`config.mk`:
```
export PLATFORM = sky130hd
export DESIGN_NAME = sorted_stream_histogram_binner_top
export DESIGN_NICKNAME = d
export VERILOG_FILES = /design/src/design/sshb_pkg.sv /design/src/design/sshb_div.sv /design/src/design/sshb_datapath.sv /design/src/design/sshb_ctrl.sv /design/src/design/sorted_stream_histogram_binner_top.sv
export SDC_FILE = /design/constraint.sdc
export NUM_CORES = 2
export LEC_CHECK = 0
export BUFFER_PORTS_ARGS = -buffer_cell sky130_fd_sc_hd__buf_2
export CORE_ASPECT_RATIO = 0.9
export CORE_MARGIN = 1.5
export CORE_UTILIZATION = 65
export CTS_CLUSTER_DIAMETER = 200
export CTS_CLUSTER_SIZE = 10
export DETAILED_ROUTE_END_ITERATION = 10
export PLACE_DENSITY = 0.86
export SKIP_CTS_REPAIR_TIMING = 1
export SYNTH_ARGS = -nofsm -noshare
export SYNTH_HDL_FRONTEND = slang
export SYNTH_SLANG_ARGS = --single-unit
```
`constraint.sdc`:
```
create_clock -name clk -period 16.1 [get_ports clk]
set_clock_uncertainty 0.1 [all_clocks]
set_input_delay 0.805 -clock clk [delete_from_list [all_inputs] [get_ports clk]]
set_output_delay 0.805 -clock clk [all_outputs]
set_load 0.02 [all_outputs]
```
`src/design/sshb_pkg.sv`:
```
// ----------------------------------------------------------------------------
// sshb_pkg: shared types and constants for the sorted-stream histogram binner
// Item structs, register indexes, controller/datapath command and status.
// ----------------------------------------------------------------------------
`default_nettype none

package sshb_pkg;

  // field widths
  localparam int KEY_W      = 32;
  localparam int VAL_W      = 32;
  localparam int SUM_W      = 48;
  localparam int BIN_NUM_W  = 6;
  localparam int NBINS_W    = 7;
  localparam int CFG_IDX_W  = 2;
  localparam int CFG_DATA_W = 32;

  // bin count limit default
  localparam int DEF_MAX_BINS = 64;

  // iterative divider: one quotient bit per cycle over the key width
  localparam int DIV_CNT_W = $clog2(KEY_W);

  // register reset values
  localparam logic [KEY_W-1:0]   MIN_KEY_RST  = '0;
  localparam logic [KEY_W-1:0]   MAX_KEY_RST  = '1;
  localparam logic [NBINS_W-1:0] NUM_BINS_RST = NBINS_W'(64);

  // saturation limit of all sums
  localparam logic [SUM_W-1:0] SUM_MAX = '1;

  // configuration register indexes
  typedef enum logic [CFG_IDX_W-1:0] {
    REG_MIN_KEY  = 2'd0,
    REG_MAX_KEY  = 2'd1,
    REG_NUM_BINS = 2'd2
  } cfg_reg_t;

  // one input item
  typedef struct packed {
    logic [KEY_W-1:0] point_key;
    logic [VAL_W-1:0] point_value;
    logic             last_point;
  } point_t;

  // one result item
  typedef struct packed {
    logic [BIN_NUM_W-1:0] bin_number;
    logic [KEY_W-1:0]     bin_low_key;
    logic [KEY_W-1:0]     bin_high_key;
    logic [SUM_W-1:0]     bin_total;
    logic                 final_bin;
    logic [SUM_W-1:0]     largest_bin_total;
    logic [SUM_W-1:0]     grand_total;
  } result_t;

  // controller -> datapath
  typedef struct packed {
    logic div_start;  // start bin-width division
    logic restart;    // reload histogram state from registers
    logic load_item;  // capture the accepted item
    logic emit;       // report current bin and advance
    logic add;        // add item value to current bin
  } cmd_t;

  // datapath -> controller
  typedef struct packed {
    logic cfg_hit;      // register write this cycle
    logic div_busy;
    logic div_done;
    logic slot_free;    // result register can take a new item
    logic key_ge_min;
    logic key_gt_high;
    logic bins_done;
    logic item_last;
  } sts_t;

endpackage

`default_nettype wire

```
`src/design/sshb_div.sv`:
```
// ----------------------------------------------------------------------------
// sshb_div: iterative bin-width divider
// Restoring division of the key span by the bin count, one bit per cycle.
// ----------------------------------------------------------------------------
`default_nettype none

module sshb_div #(
  parameter int MAX_BINS = sshb_pkg::DEF_MAX_BINS
) (
  input  wire logic                       clk,
  input  wire logic                       rst,
  input  wire logic                       start,
  input  wire logic [sshb_pkg::KEY_W-1:0] dividend,
  input  wire logic [$clog2(MAX_BINS+1)-1:0] divisor,
  output logic                            busy,
  output logic                            done,
  output logic [sshb_pkg::KEY_W-1:0]      quot,
  output logic [$clog2(MAX_BINS+1)-1:0]   rem
);

  localparam int CNT_W = $clog2(MAX_BINS + 1);
  localparam int KW    = sshb_pkg::KEY_W;
  localparam int DCW   = sshb_pkg::DIV_CNT_W;

  logic [DCW-1:0] count;
  logic [CNT_W:0] trial;
  logic [CNT_W:0] trial_diff;
  logic           trial_ge;

  // partial remainder with next dividend bit shifted in
  always_comb begin
    trial      = {rem, quot[KW-1]};
    trial_ge   = trial >= {1'b0, divisor};
    trial_diff = trial - {1'b0, divisor};
  end

  // step control
  always_ff @(posedge clk) begin
    if (rst) begin
      busy  <= 1'b0;
      done  <= 1'b0;
      count <= '0;
    end else begin
      done <= 1'b0;
      if (start) begin
        busy  <= 1'b1;
        count <= '0;
      end else if (busy) begin
        count <= count + DCW'(1);
        if (count == DCW'(KW - 1)) begin
          busy <= 1'b0;
          done <= 1'b1;
        end
      end
    end
  end

  // quotient/remainder shift
  always_ff @(posedge clk) begin
    if (start) begin
      quot <= dividend;
      rem  <= '0;
    end else if (busy) begin
      quot <= {quot[KW-2:0], trial_ge};
      rem  <= trial_ge ? CNT_W'(trial_diff) : CNT_W'(trial);
    end
  end

endmodule

`default_nettype wire

```
`src/design/sshb_datapath.sv`:
```
// ----------------------------------------------------------------------------
// sshb_datapath: registers, bin bounds, sums and result register
// Bounds advance incrementally: edge(k+1) = edge(k) + q + carry(frac).
// ----------------------------------------------------------------------------
`default_nettype none

module sshb_datapath #(
  parameter int MAX_BINS = sshb_pkg::DEF_MAX_BINS
) (
  input  wire logic                           clk,
  input  wire logic                           rst,
  input  wire logic                           cfg_we,
  input  wire logic [sshb_pkg::CFG_IDX_W-1:0] cfg_index,
  input  wire logic [sshb_pkg::CFG_DATA_W-1:0] cfg_data,
  input  wire sshb_pkg::point_t               point,
  input  wire logic                           bin_ready,
  output logic                                bin_valid,
  output sshb_pkg::result_t                   bin,
  input  wire sshb_pkg::cmd_t                 cmd,
  output sshb_pkg::sts_t                      sts
);

  localparam int CNT_W = $clog2(MAX_BINS + 1);
  localparam int KW    = sshb_pkg::KEY_W;
  localparam int VW    = sshb_pkg::VAL_W;
  localparam int SW    = sshb_pkg::SUM_W;
  localparam int NBW   = sshb_pkg::NBINS_W;
  localparam int BNW   = sshb_pkg::BIN_NUM_W;

  // configuration registers
  logic [KW-1:0]  min_key;
  logic [KW-1:0]  max_key;
  logic [NBW-1:0] num_bins;

  // effective config
  logic [KW-1:0]    eff_max;
  logic [KW-1:0]    span;
  logic [CNT_W-1:0] n_eff;
  logic             cfg_hit;

  // divider
  logic             div_busy;
  logic             div_done;
  logic [KW-1:0]    div_quot;
  logic [CNT_W-1:0] div_rem;

  // held item
  logic [KW-1:0] item_key;
  logic [VW-1:0] item_value;
  logic          item_last;

  // histogram state
  logic [CNT_W-1:0] current_bin;
  logic [KW-1:0]    bin_low;
  logic [KW-1:0]    bin_high;
  logic [CNT_W-1:0] frac;
  logic [SW-1:0]    bin_sum;
  logic [SW-1:0]    run_max;
  logic [SW-1:0]    run_total;
  logic             bins_done;

  // next-value helpers
  logic             is_final;
  logic [SW-1:0]    new_max;
  logic [SW:0]      total_sum;
  logic [SW-1:0]    new_total;
  logic [SW:0]      add_sum;
  logic [SW-1:0]    new_bin_sum;
  logic [CNT_W:0]   frac_sum;
  logic             frac_carry;
  logic [CNT_W-1:0] frac_adv;
  logic [KW-1:0]    high_adv;
  sshb_pkg::result_t payload;

  // clamp registers to their usable range
  always_comb begin
    eff_max = (max_key < min_key) ? min_key : max_key;
    span    = eff_max - min_key;
    if (num_bins == '0) begin
      n_eff = CNT_W'(1);
    end else if (num_bins > NBW'(MAX_BINS)) begin
      n_eff = CNT_W'(MAX_BINS);
    end else begin
      n_eff = CNT_W'(num_bins);
    end
    cfg_hit = cfg_we && (cfg_index inside {sshb_pkg::REG_MIN_KEY, sshb_pkg::REG_MAX_KEY,
                                           sshb_pkg::REG_NUM_BINS});
  end

  sshb_div #(
    .MAX_BINS(MAX_BINS)
  ) u_div (
    .clk      (clk),
    .rst      (rst),
    .start    (cmd.div_start),
    .dividend (span),
    .divisor  (n_eff),
    .busy     (div_busy),
    .done     (div_done),
    .quot     (div_quot),
    .rem      (div_rem)
  );

  // sums, final-bin test and next bound
  always_comb begin
    is_final    = ({1'b0, current_bin} + (CNT_W+1)'(1)) >= {1'b0, n_eff};
    new_max     = (bin_sum > run_max) ? bin_sum : run_max;
    total_sum   = {1'b0, run_total} + {1'b0, bin_sum};
    new_total   = total_sum[SW] ? sshb_pkg::SUM_MAX : total_sum[SW-1:0];
    add_sum     = {1'b0, bin_sum} + (SW+1)'(item_value);
    new_bin_sum = add_sum[SW] ? sshb_pkg::SUM_MAX : add_sum[SW-1:0];
    frac_sum    = {1'b0, frac} + {1'b0, div_rem};
    frac_carry  = frac_sum >= {1'b0, n_eff};
    frac_adv    = frac_carry ? CNT_W'(frac_sum - {1'b0, n_eff}) : CNT_W'(frac_sum);
    high_adv    = bin_high + div_quot + KW'(frac_carry);

    payload.bin_number        = BNW'(current_bin);
    payload.bin_low_key       = bin_low;
    payload.bin_high_key      = bin_high;
    payload.bin_total         = bin_sum;
    payload.final_bin         = is_final;
    payload.largest_bin_total = is_final ? new_max : '0;
    payload.grand_total       = is_final ? new_total : '0;
  end

  // status to controller
  always_comb begin
    sts.cfg_hit     = cfg_hit;
    sts.div_busy    = div_busy;
    sts.div_done    = div_done;
    sts.slot_free   = !bin_valid || bin_ready;
    sts.key_ge_min  = item_key >= min_key;
    sts.key_gt_high = item_key > bin_high;
    sts.bins_done   = bins_done;
    sts.item_last   = item_last;
  end

  // control state: registers, bin counter, result valid
  always_ff @(posedge clk) begin
    if (rst) begin
      min_key     <= sshb_pkg::MIN_KEY_RST;
      max_key     <= sshb_pkg::MAX_KEY_RST;
      num_bins    <= sshb_pkg::NUM_BINS_RST;
      current_bin <= '0;
      bins_done   <= 1'b0;
      bin_valid   <= 1'b0;
    end else begin
      if (cfg_we) begin
        case (cfg_index)
          sshb_pkg::REG_MIN_KEY:  min_key  <= KW'(cfg_data);
          sshb_pkg::REG_MAX_KEY:  max_key  <= KW'(cfg_data);
          sshb_pkg::REG_NUM_BINS: num_bins <= NBW'(cfg_data);
          default: ;
        endcase
      end

      if (cfg_hit || cmd.restart) begin
        current_bin <= '0;
        bins_done   <= 1'b0;
      end else if (cmd.emit) begin
        if (is_final) begin
          bins_done <= 1'b1;
        end else begin
          current_bin <= current_bin + CNT_W'(1);
        end
      end

      if (cmd.emit) begin
        bin_valid <= 1'b1;
      end else if (bin_ready) begin
        bin_valid <= 1'b0;
      end
    end
  end

  // item capture
  always_ff @(posedge clk) begin
    if (cmd.load_item) begin
      item_key   <= point.point_key;
      item_value <= point.point_value;
      item_last  <= point.last_point;
    end
  end

  // bounds and sums
  always_ff @(posedge clk) begin
    if (cmd.restart) begin
      bin_low   <= min_key;
      bin_high  <= min_key + div_quot;
      frac      <= div_rem;
      bin_sum   <= '0;
      run_max   <= '0;
      run_total <= '0;
    end else if (cmd.emit) begin
      bin_sum   <= '0;
      run_max   <= new_max;
      run_total <= new_total;
      if (!is_final) begin
        bin_low  <= bin_high;
        bin_high <= high_adv;
        frac     <= frac_adv;
      end
    end else if (cmd.add) begin
      bin_sum <= new_bin_sum;
    end
  end

  // result register
  always_ff @(posedge clk) begin
    if (cmd.emit) begin
      bin <= payload;
    end
  end

`ifndef NO_ASSERTIONS
  // a report always lands in the result register
  a_emit_fills: assert property (@(posedge clk) disable iff (rst)
    cmd.emit |=> bin_valid)
    else $error("emit did not load result register");

  // no bin reported once the last bin is out
  a_no_emit_done: assert property (@(posedge clk) disable iff (rst)
    cmd.emit |-> !bins_done)
    else $error("bin reported after final bin");

  // done only ever set on the last bin
  a_done_last: assert property (@(posedge clk) disable iff (rst)
    bins_done |-> is_final)
    else $error("bins_done set before last bin");
`endif

endmodule

`default_nettype wire

```
`src/design/sshb_ctrl.sv`:
```
// ----------------------------------------------------------------------------
// sshb_ctrl: sequencing controller
// Runs the bound division, takes items, closes bins and flushes on last item.
// ----------------------------------------------------------------------------
`default_nettype none

module sshb_ctrl (
  input  wire logic           clk,
  input  wire logic           rst,
  input  wire logic           point_valid,
  output logic                point_ready,
  output sshb_pkg::cmd_t      cmd,
  input  wire sshb_pkg::sts_t sts
);

  typedef enum logic [4:0] {
    S_LOAD  = 5'b00001,  // kick off bin-width division
    S_DIV   = 5'b00010,  // wait for divider
    S_IDLE  = 5'b00100,  // wait for an item
    S_EVAL  = 5'b01000,  // close passed bins, then add value
    S_FLUSH = 5'b10000   // report every remaining bin
  } state_t;

  state_t state;
  state_t state_next;
  logic   active;

  always_comb begin
    state_next = state;
    cmd        = '0;
    active     = !sts.bins_done && sts.key_ge_min;
    case (state)
      S_LOAD: begin
        cmd.div_start = 1'b1;
        state_next    = S_DIV;
      end
      S_DIV: begin
        if (sts.div_done) begin
          cmd.restart = 1'b1;
          state_next  = S_IDLE;
        end
      end
      S_IDLE: begin
        if (point_valid) begin
          cmd.load_item = 1'b1;
          state_next    = S_EVAL;
        end
      end
      S_EVAL: begin
        if (active && sts.key_gt_high) begin
          cmd.emit = sts.slot_free;
        end else begin
          cmd.add    = active;
          state_next = sts.item_last ? S_FLUSH : S_IDLE;
        end
      end
      S_FLUSH: begin
        if (sts.bins_done) begin
          cmd.restart = 1'b1;
          state_next  = S_IDLE;
        end else begin
          cmd.emit = sts.slot_free;
        end
      end
      default: state_next = S_LOAD;
    endcase
    // a register write recomputes the bounds
    if (sts.cfg_hit) begin
      state_next = S_LOAD;
    end
  end

  always_ff @(posedge clk) begin
    if (rst) begin
      state <= S_LOAD;
    end else begin
      state <= state_next;
    end
  end

  assign point_ready = (state == S_IDLE);

`ifndef NO_ASSERTIONS
  // items are only taken with the bounds settled
  a_idle_div: assert property (@(posedge clk) disable iff (rst)
    point_ready |-> !sts.div_busy)
    else $error("item accepted while divider busy");
`endif

endmodule

`default_nettype wire

```
`src/design/sorted_stream_histogram_binner_top.sv`:
```
// ----------------------------------------------------------------------------
// sorted_stream_histogram_binner_top: equal-width histogram of sorted keys
//
//   channel  direction  handshake                 payload
//   cfg      in         cfg_we                    cfg_index, cfg_data
//   point    in         point_valid/point_ready   point (sshb_pkg::point_t)
//   bin      out        bin_valid/bin_ready       bin   (sshb_pkg::result_t)
//
// An item is accepted in S_IDLE and evaluated in S_EVAL, which reports each
// bin it closes; no new item is taken meanwhile. A last item then reports
// every remaining bin and restarts. After reset or a register write the bin
// width is divided out, one quotient bit per cycle; point_ready stays low.
// A full result register (bin_ready low) holds bin closing until it drains.
// ----------------------------------------------------------------------------
`default_nettype none

module sorted_stream_histogram_binner_top #(
  parameter int MAX_BINS = sshb_pkg::DEF_MAX_BINS
) (
  input  wire logic                            clk,
  input  wire logic                            rst,
  input  wire logic                            cfg_we,
  input  wire logic [sshb_pkg::CFG_IDX_W-1:0]  cfg_index,
  input  wire logic [sshb_pkg::CFG_DATA_W-1:0] cfg_data,
  input  wire logic                            point_valid,
  output logic                                 point_ready,
  input  wire sshb_pkg::point_t                point,
  output logic                                 bin_valid,
  input  wire logic                            bin_ready,
  output sshb_pkg::result_t                    bin
);

  sshb_pkg::cmd_t cmd;
  sshb_pkg::sts_t sts;

  sshb_ctrl u_ctrl (
    .clk         (clk),
    .rst         (rst),
    .point_valid (point_valid),
    .point_ready (point_ready),
    .cmd         (cmd),
    .sts         (sts)
  );

  sshb_datapath #(
    .MAX_BINS(MAX_BINS)
  ) u_datapath (
    .clk       (clk),
    .rst       (rst),
    .cfg_we    (cfg_we),
    .cfg_index (cfg_index),
    .cfg_data  (cfg_data),
    .point     (point),
    .bin_ready (bin_ready),
    .bin_valid (bin_valid),
    .bin       (bin),
    .cmd       (cmd),
    .sts       (sts)
  );

endmodule

`default_nettype wire

```
# == After elaboration in Yosys (flattened, before gate mapping) ==
# Cells that the tools add are included.
# word_totals
reg_bits,626
in_bits,104
out_inout_bits,217
elab_cells,130
# classes
n_addsub,12
order_cmp,8
eq_ne,13
muxes,42
bitwise,2
reduce_logical,25
# ops
op,n
$mux 32,9
$mux 48,3
$add 32x32->32,2
$add 48x32->49,1
$add 48x48->49,1
$mux 7,7
$gt 48x48->1,1
$add 32x1->32,1
$ge 32x32->1,1
$gt 32x32->1,1
$lt 32x32->1,1
$sub 32x32->32,1
$mux 5,5
$pmux 5 s5,1
$ge 8x7->1,3
$mux 1,15
$sub 7x7->7,2
$reduce_and 2->1,6
$eq 5x5->1 const B,2
$add 7x1->8 const B,1
$add 7x7->8,1
$reduce_or 2->1,4
$add 7x1->7 const B,1
$gt 7x7->1 const B,1
20 further kinds,31

# == Logic depth before layout (Yosys ltp) ==
# logic_depth
depth_word,8
ltp_mapped,25

# == Hierarchy ==
# From an unflattened synthesis, not the netlist that was laid out.
# unflattened
cells_unflattened,3670
hier_area_um2,36794.0
# modules_own_cells
module,n_inst,cells_per_inst,area_per_inst_um2,seq_area_each_um2
sshb_datapath,1,3412,33927.5,15024.4
sshb_div,1,201,2446.1,1241.2
sshb_ctrl,1,57,420.4,100.1

# == Worst setup path before layout ==
# OpenSTA, ideal clock, no wires.
# synth_timing
kind,register to register
start,register u_datapath.min_key[10]
end,register u_datapath.bin_high[0] (enable)
arrival_time_ns,7.228
required_ns,15.402
path_slack_ns,8.174
path_stages_with_launch,12
cell_sequence,dfxtp_1 -> inv_1 -> ha_1 -> nand4_1 -> or4_1 -> o211ai_1 -> a31oi_1 -> o21ba_4 -> o21ai_4 -> buf_6 -> clkbuf_1 -> o21ai_0
# synth_between
elab_chain_len,7
# synth_lines
item,line,text
from (decl),sshb_datapath.sv:31,logic [KW-1:0] min_key;
from (signal assigned),sshb_datapath.sv:141,min_key <= sshb_pkg::MIN_KEY_RST;
from (signal assigned),sshb_datapath.sv:150,sshb_pkg::REG_MIN_KEY: min_key <= KW'(cfg_data);
$ge 32x32->1,sshb_datapath.sv:132,sts.key_ge_min = item_key >= min_key;
$logic_and 1x1->1,sshb_ctrl.sv:31,active = !sts.bins_done && sts.key_ge_min;
$logic_and 1x1->1,sshb_ctrl.sv:50,if (active && sts.key_gt_high) begin
$mux 1,sshb_ctrl.sv:50,
$pmux 1 s2,sshb_ctrl.sv:32,case (state)
$reduce_bool 2->1 (no line),n/a,
$reduce_and 2->1 (no line),n/a,
to (signal assigned),sshb_datapath.sv:189,bin_high <= min_key + div_quot;
to (signal assigned),sshb_datapath.sv:200,bin_high <= high_adv;
to (decl),sshb_datapath.sv:55,logic [KW-1:0] bin_high;
# No other way between the ends.
# A chain may end at the register's enable or synchronous reset.

# == Final worst setup path ==
# layout_timing
start,register u_datapath.u_div.rem[0]
end,register u_datapath.bin_high[31] (data pin)
# layout_between
elab_chain_len,6
# layout_lines
item,line,text
from (decl),sshb_div.sv:18,output logic [$clog2(MAX_BINS+1)-1:0] rem
from (signal assigned),sshb_div.sv:65,rem <= trial_ge ? CNT_W'(trial_diff) : CNT_W'(trial);
$add 7x7->8,sshb_datapath.sv:112,"frac_sum = {1'b0, frac} + {1'b0, div_rem};"
$ge 8x7->1,sshb_datapath.sv:113,"frac_carry = frac_sum >= {1'b0, n_eff};"
$add 32x1->32,sshb_datapath.sv:115,high_adv = bin_high + div_quot + KW'(frac_carry);
$mux 32,sshb_datapath.sv:198,if (!is_final) begin
$mux 32,sshb_datapath.sv:194,end else if (cmd.emit) begin
$mux 32,sshb_datapath.sv:187,if (cmd.restart) begin
# No other way between the ends. The select of a mux whose other input is x is not followed.

==> metrics.yaml <==
cp-start-kind: "flip-flop"
max_slew_margin_pct: 21.9
setup_slack_ns: 9.81
power.total_uw: 3980
synth-seq-cells: 626
drt_pass1_iterations: 6
clkSinkCount: 626
place_area_mm2: 0.0381
period_minus_slack_ns: 6.29
gp_congestion: 0.988
required_ns: 16.35
grtUsageMet3_pct: 5.20
syn-cell-area_mm2: 0.0360
grt-busiest-layer: "met2"
hp-class: "input port to flip-flop"
critical_path_class: "flip-flop to flip-flop"
clk_latency_ns: 0.63
peakVddDrop_uv: 69.6
grt-ovfl-total: 0
num_vias: 30100
fin_util_pct: 73.9
grt_pass1_wl_mm: 152
rows: 81
ys.flop_type: "edfxtp_1"
maxCapViolations: 0
final_hold_viol_count: 0
crit_fanout: 11
groute.usage.overall_pct: 33.9
grt_max_degree: 144
dp_hpwl_mm: 70.4
crit_slowest_cell: "nor4_1"
ys_top_cells_by_area: "edfxtp_1, dfxtp_1, ha_1"
cellLeakagePower_uw: 0.0177
drive_above_1_share_pct: 12.1
dieWidth_um: 251
synth_top_area_cell: "edfxtp_1"
drt_iter0_drc: 3572
path_clk_slew_ns: 0.06
diodes: 0
pin_count: 321
fmax_mhz: 159
hold_depth: 1
dp_slack_ns: 9.94
clockBufferDepth: 3
final_common_cell: "nand2_1"
grt_pass1_vias: 28300
end_kind: "flip-flop"
cpPeakStageDelay_ns: 0.57
use_met1_pct: 44.9
outcome: "finished clean"
ant_nets: 0
initial_core_util_pct: 66.1
syn-instance-count: 3770
rsz0062_at_grt: "false"
final_cell_mix: "nand2_1, edfxtp_1, o21ai_0"
avgSynthCellArea_um2: 9.56
async_reset_ff_share_pct: 0
cp.arrival_ns: 6.54
synth_fp_nets: 4229
yosys_warnings: 0
rr_worst_depth: 24
fin_nets: 4495
numCtsBuffers: 72
setup_viol_count_final: 0
syn_to_final_growth_pct: 11.8
slew_viol_final: 0
synth_edf_count: 383
worst_pin_slew_ns: 1.17
finalCritPeriodShare_pct: 39.1
die_height_um: 226
core_mm2: 0.0545
post_drt_wl_per_cell_um: 20.4
cts_tree: "built"
h-tree-depth: 3
cts-root-buf: "clkbuf_16"
ys_seq_area_share_pct: 45.4
yosysTopAreaCellShare_pct: 31.9
p_per_area_mw_per_mm2: 98.9
viasPerCell: 6.28
crit_chain: "ha_1, inv_1, fa_1, xnor2_1, ha_1, nor2b_1, o21ai_0, nand2b_1, a21o_1, a21o_1, o21ai_0, nand3_1, inv_1, fa_1, nor2b_1, o31ai_1, a211oi_1, nor4_1, o21ai_0, a31oi_1, o31ai_1, xnor2_1, mux2i_1, xnor2_1"
globalRouteMet2Util_pct: 55.1
final_area_mm2: 0.0403
dieArea_mm2: 0.0569
antenna_found_initial: 0
netlist-cell-type-count: 87
drc: 0
placement.io_buffers: 320
tns_ns: 0
routed_wl_mm: 97.7
==> power breakdown <==
| group | leakage (uW) | switching (uW) | internal (uW) |
|---|---|---|---|
| clock | 0.00101 | 655 | 870 |
| sequential | 0.00551 | 50.7 | 1760 |
| combinational | 0.0111 | 371 | 275 |
| total | 0.0177 | 1080 | 2900 |
==> synthesized netlist by cell type (52+ instances only) <==
cell type and n:
xnor2_1 97, inv_1 179, nand2_1 515, o21ai_0 357
clkbuf_1 115, edfxtp_1 383, ha_1 346, nor2_1 247
nand4_1 52, nand3_1 98, xor2_1 82, a21o_1 136
dfxtp_1 243, a21oi_1 312
==> critical path: cells and delay by family (launching register included) <==
family / cells / cell delay (ns)
AOI/OAI and AO/OA: 9 / 2.18
and+or+nand+nor: 5 / 1.22
adders and majority gates: 4 / 1.14
xor gates and xnor gates: 3 / 0.57
DFF: 1 / 0.39
buffers and inverters: 2 / 0.31
muxes: 1 / 0.10
==> cells by family after synthesis <==
logic type	Yosys count	share of synthesized area [%]
xor gates and xnor gates	179	4.35
buffers and inverters	331	3.63
AOI/OAI and AO/OA	1087	18.6
DFF	626	45.4
muxes	22	0.622
and+or+nand+nor	1170	14.9
adders and majority gates	355	12.5
==> state kept, by name, indices dropped and copies added (netlist names) <==
name / count
u_datapath.item_last: 1
u_datapath.u_div.busy: 1
u_datapath.item_key: 32
u_datapath.current_bin: 7
u_datapath.frac: 7
u_datapath.bin_low: 32
u_datapath.bins_done: 1
u_ctrl.state: 5
u_datapath.run_max: 48
u_datapath.u_div.count: 5
u_datapath.u_div.rem: 7
u_datapath.num_bins: 7
u_datapath.run_total: 48
u_datapath.bin_high: 32
u_datapath.bin_valid: 1
u_datapath.item_value: 32
u_datapath.bin_sum: 48
u_datapath.u_div.quot: 32
u_datapath.min_key: 32
u_datapath.max_key: 32
u_datapath.bin: 215
u_datapath.u_div.done: 1
==> metal layers <==
metal | up-vias | part of all wire (%)
li1 | 14200 | -
met1 | 14200 | 41
met2 | 1489 | 46
met3 | 282 | 8.3
met4 | 0 | 4.6
met5 | - | 0
==> metrics by stage <==
step                      cells  hold slack, ns
final                      4799           0.256
after global routing       4799           0.234
after CTS                  4799           0.230
after detailed placement   4667           0.305
after global placement     4667           0.303
after floorplan            3770           0.300
==> area by class of cell <==
cell class	instances	area, um2
clock inverters	7	113
well taps	705	882
repair buffers	343	1770
inverters	180	683
multi-input cells	2813	18400
fillers	3842	14300
clock buffers	125	2020
flip-flops and latches	626	16400
==> final timing paths <==
| path | startpoint | endpoint | slack, ns |
|---|---|---|---|
| min | point[41] | u_datapath.item_key[8]$_DFFE_PP_ | 0.26 |
| max reg2reg | u_datapath.u_div.rem[0]$_SDFFE_PP0P_ | u_datapath.bin_high[31]$_DFFE_PP_ | 9.81 |
| max | u_datapath.u_div.rem[0]$_SDFFE_PP0P_ | u_datapath.bin_high[31]$_DFFE_PP_ | 9.81 |
| min reg2reg | u_datapath.bin_low[16]$_DFFE_PP_ | u_datapath.bin[193]$_DFFE_PP_ | 0.31 |
(Power assumes the default switching activity.)
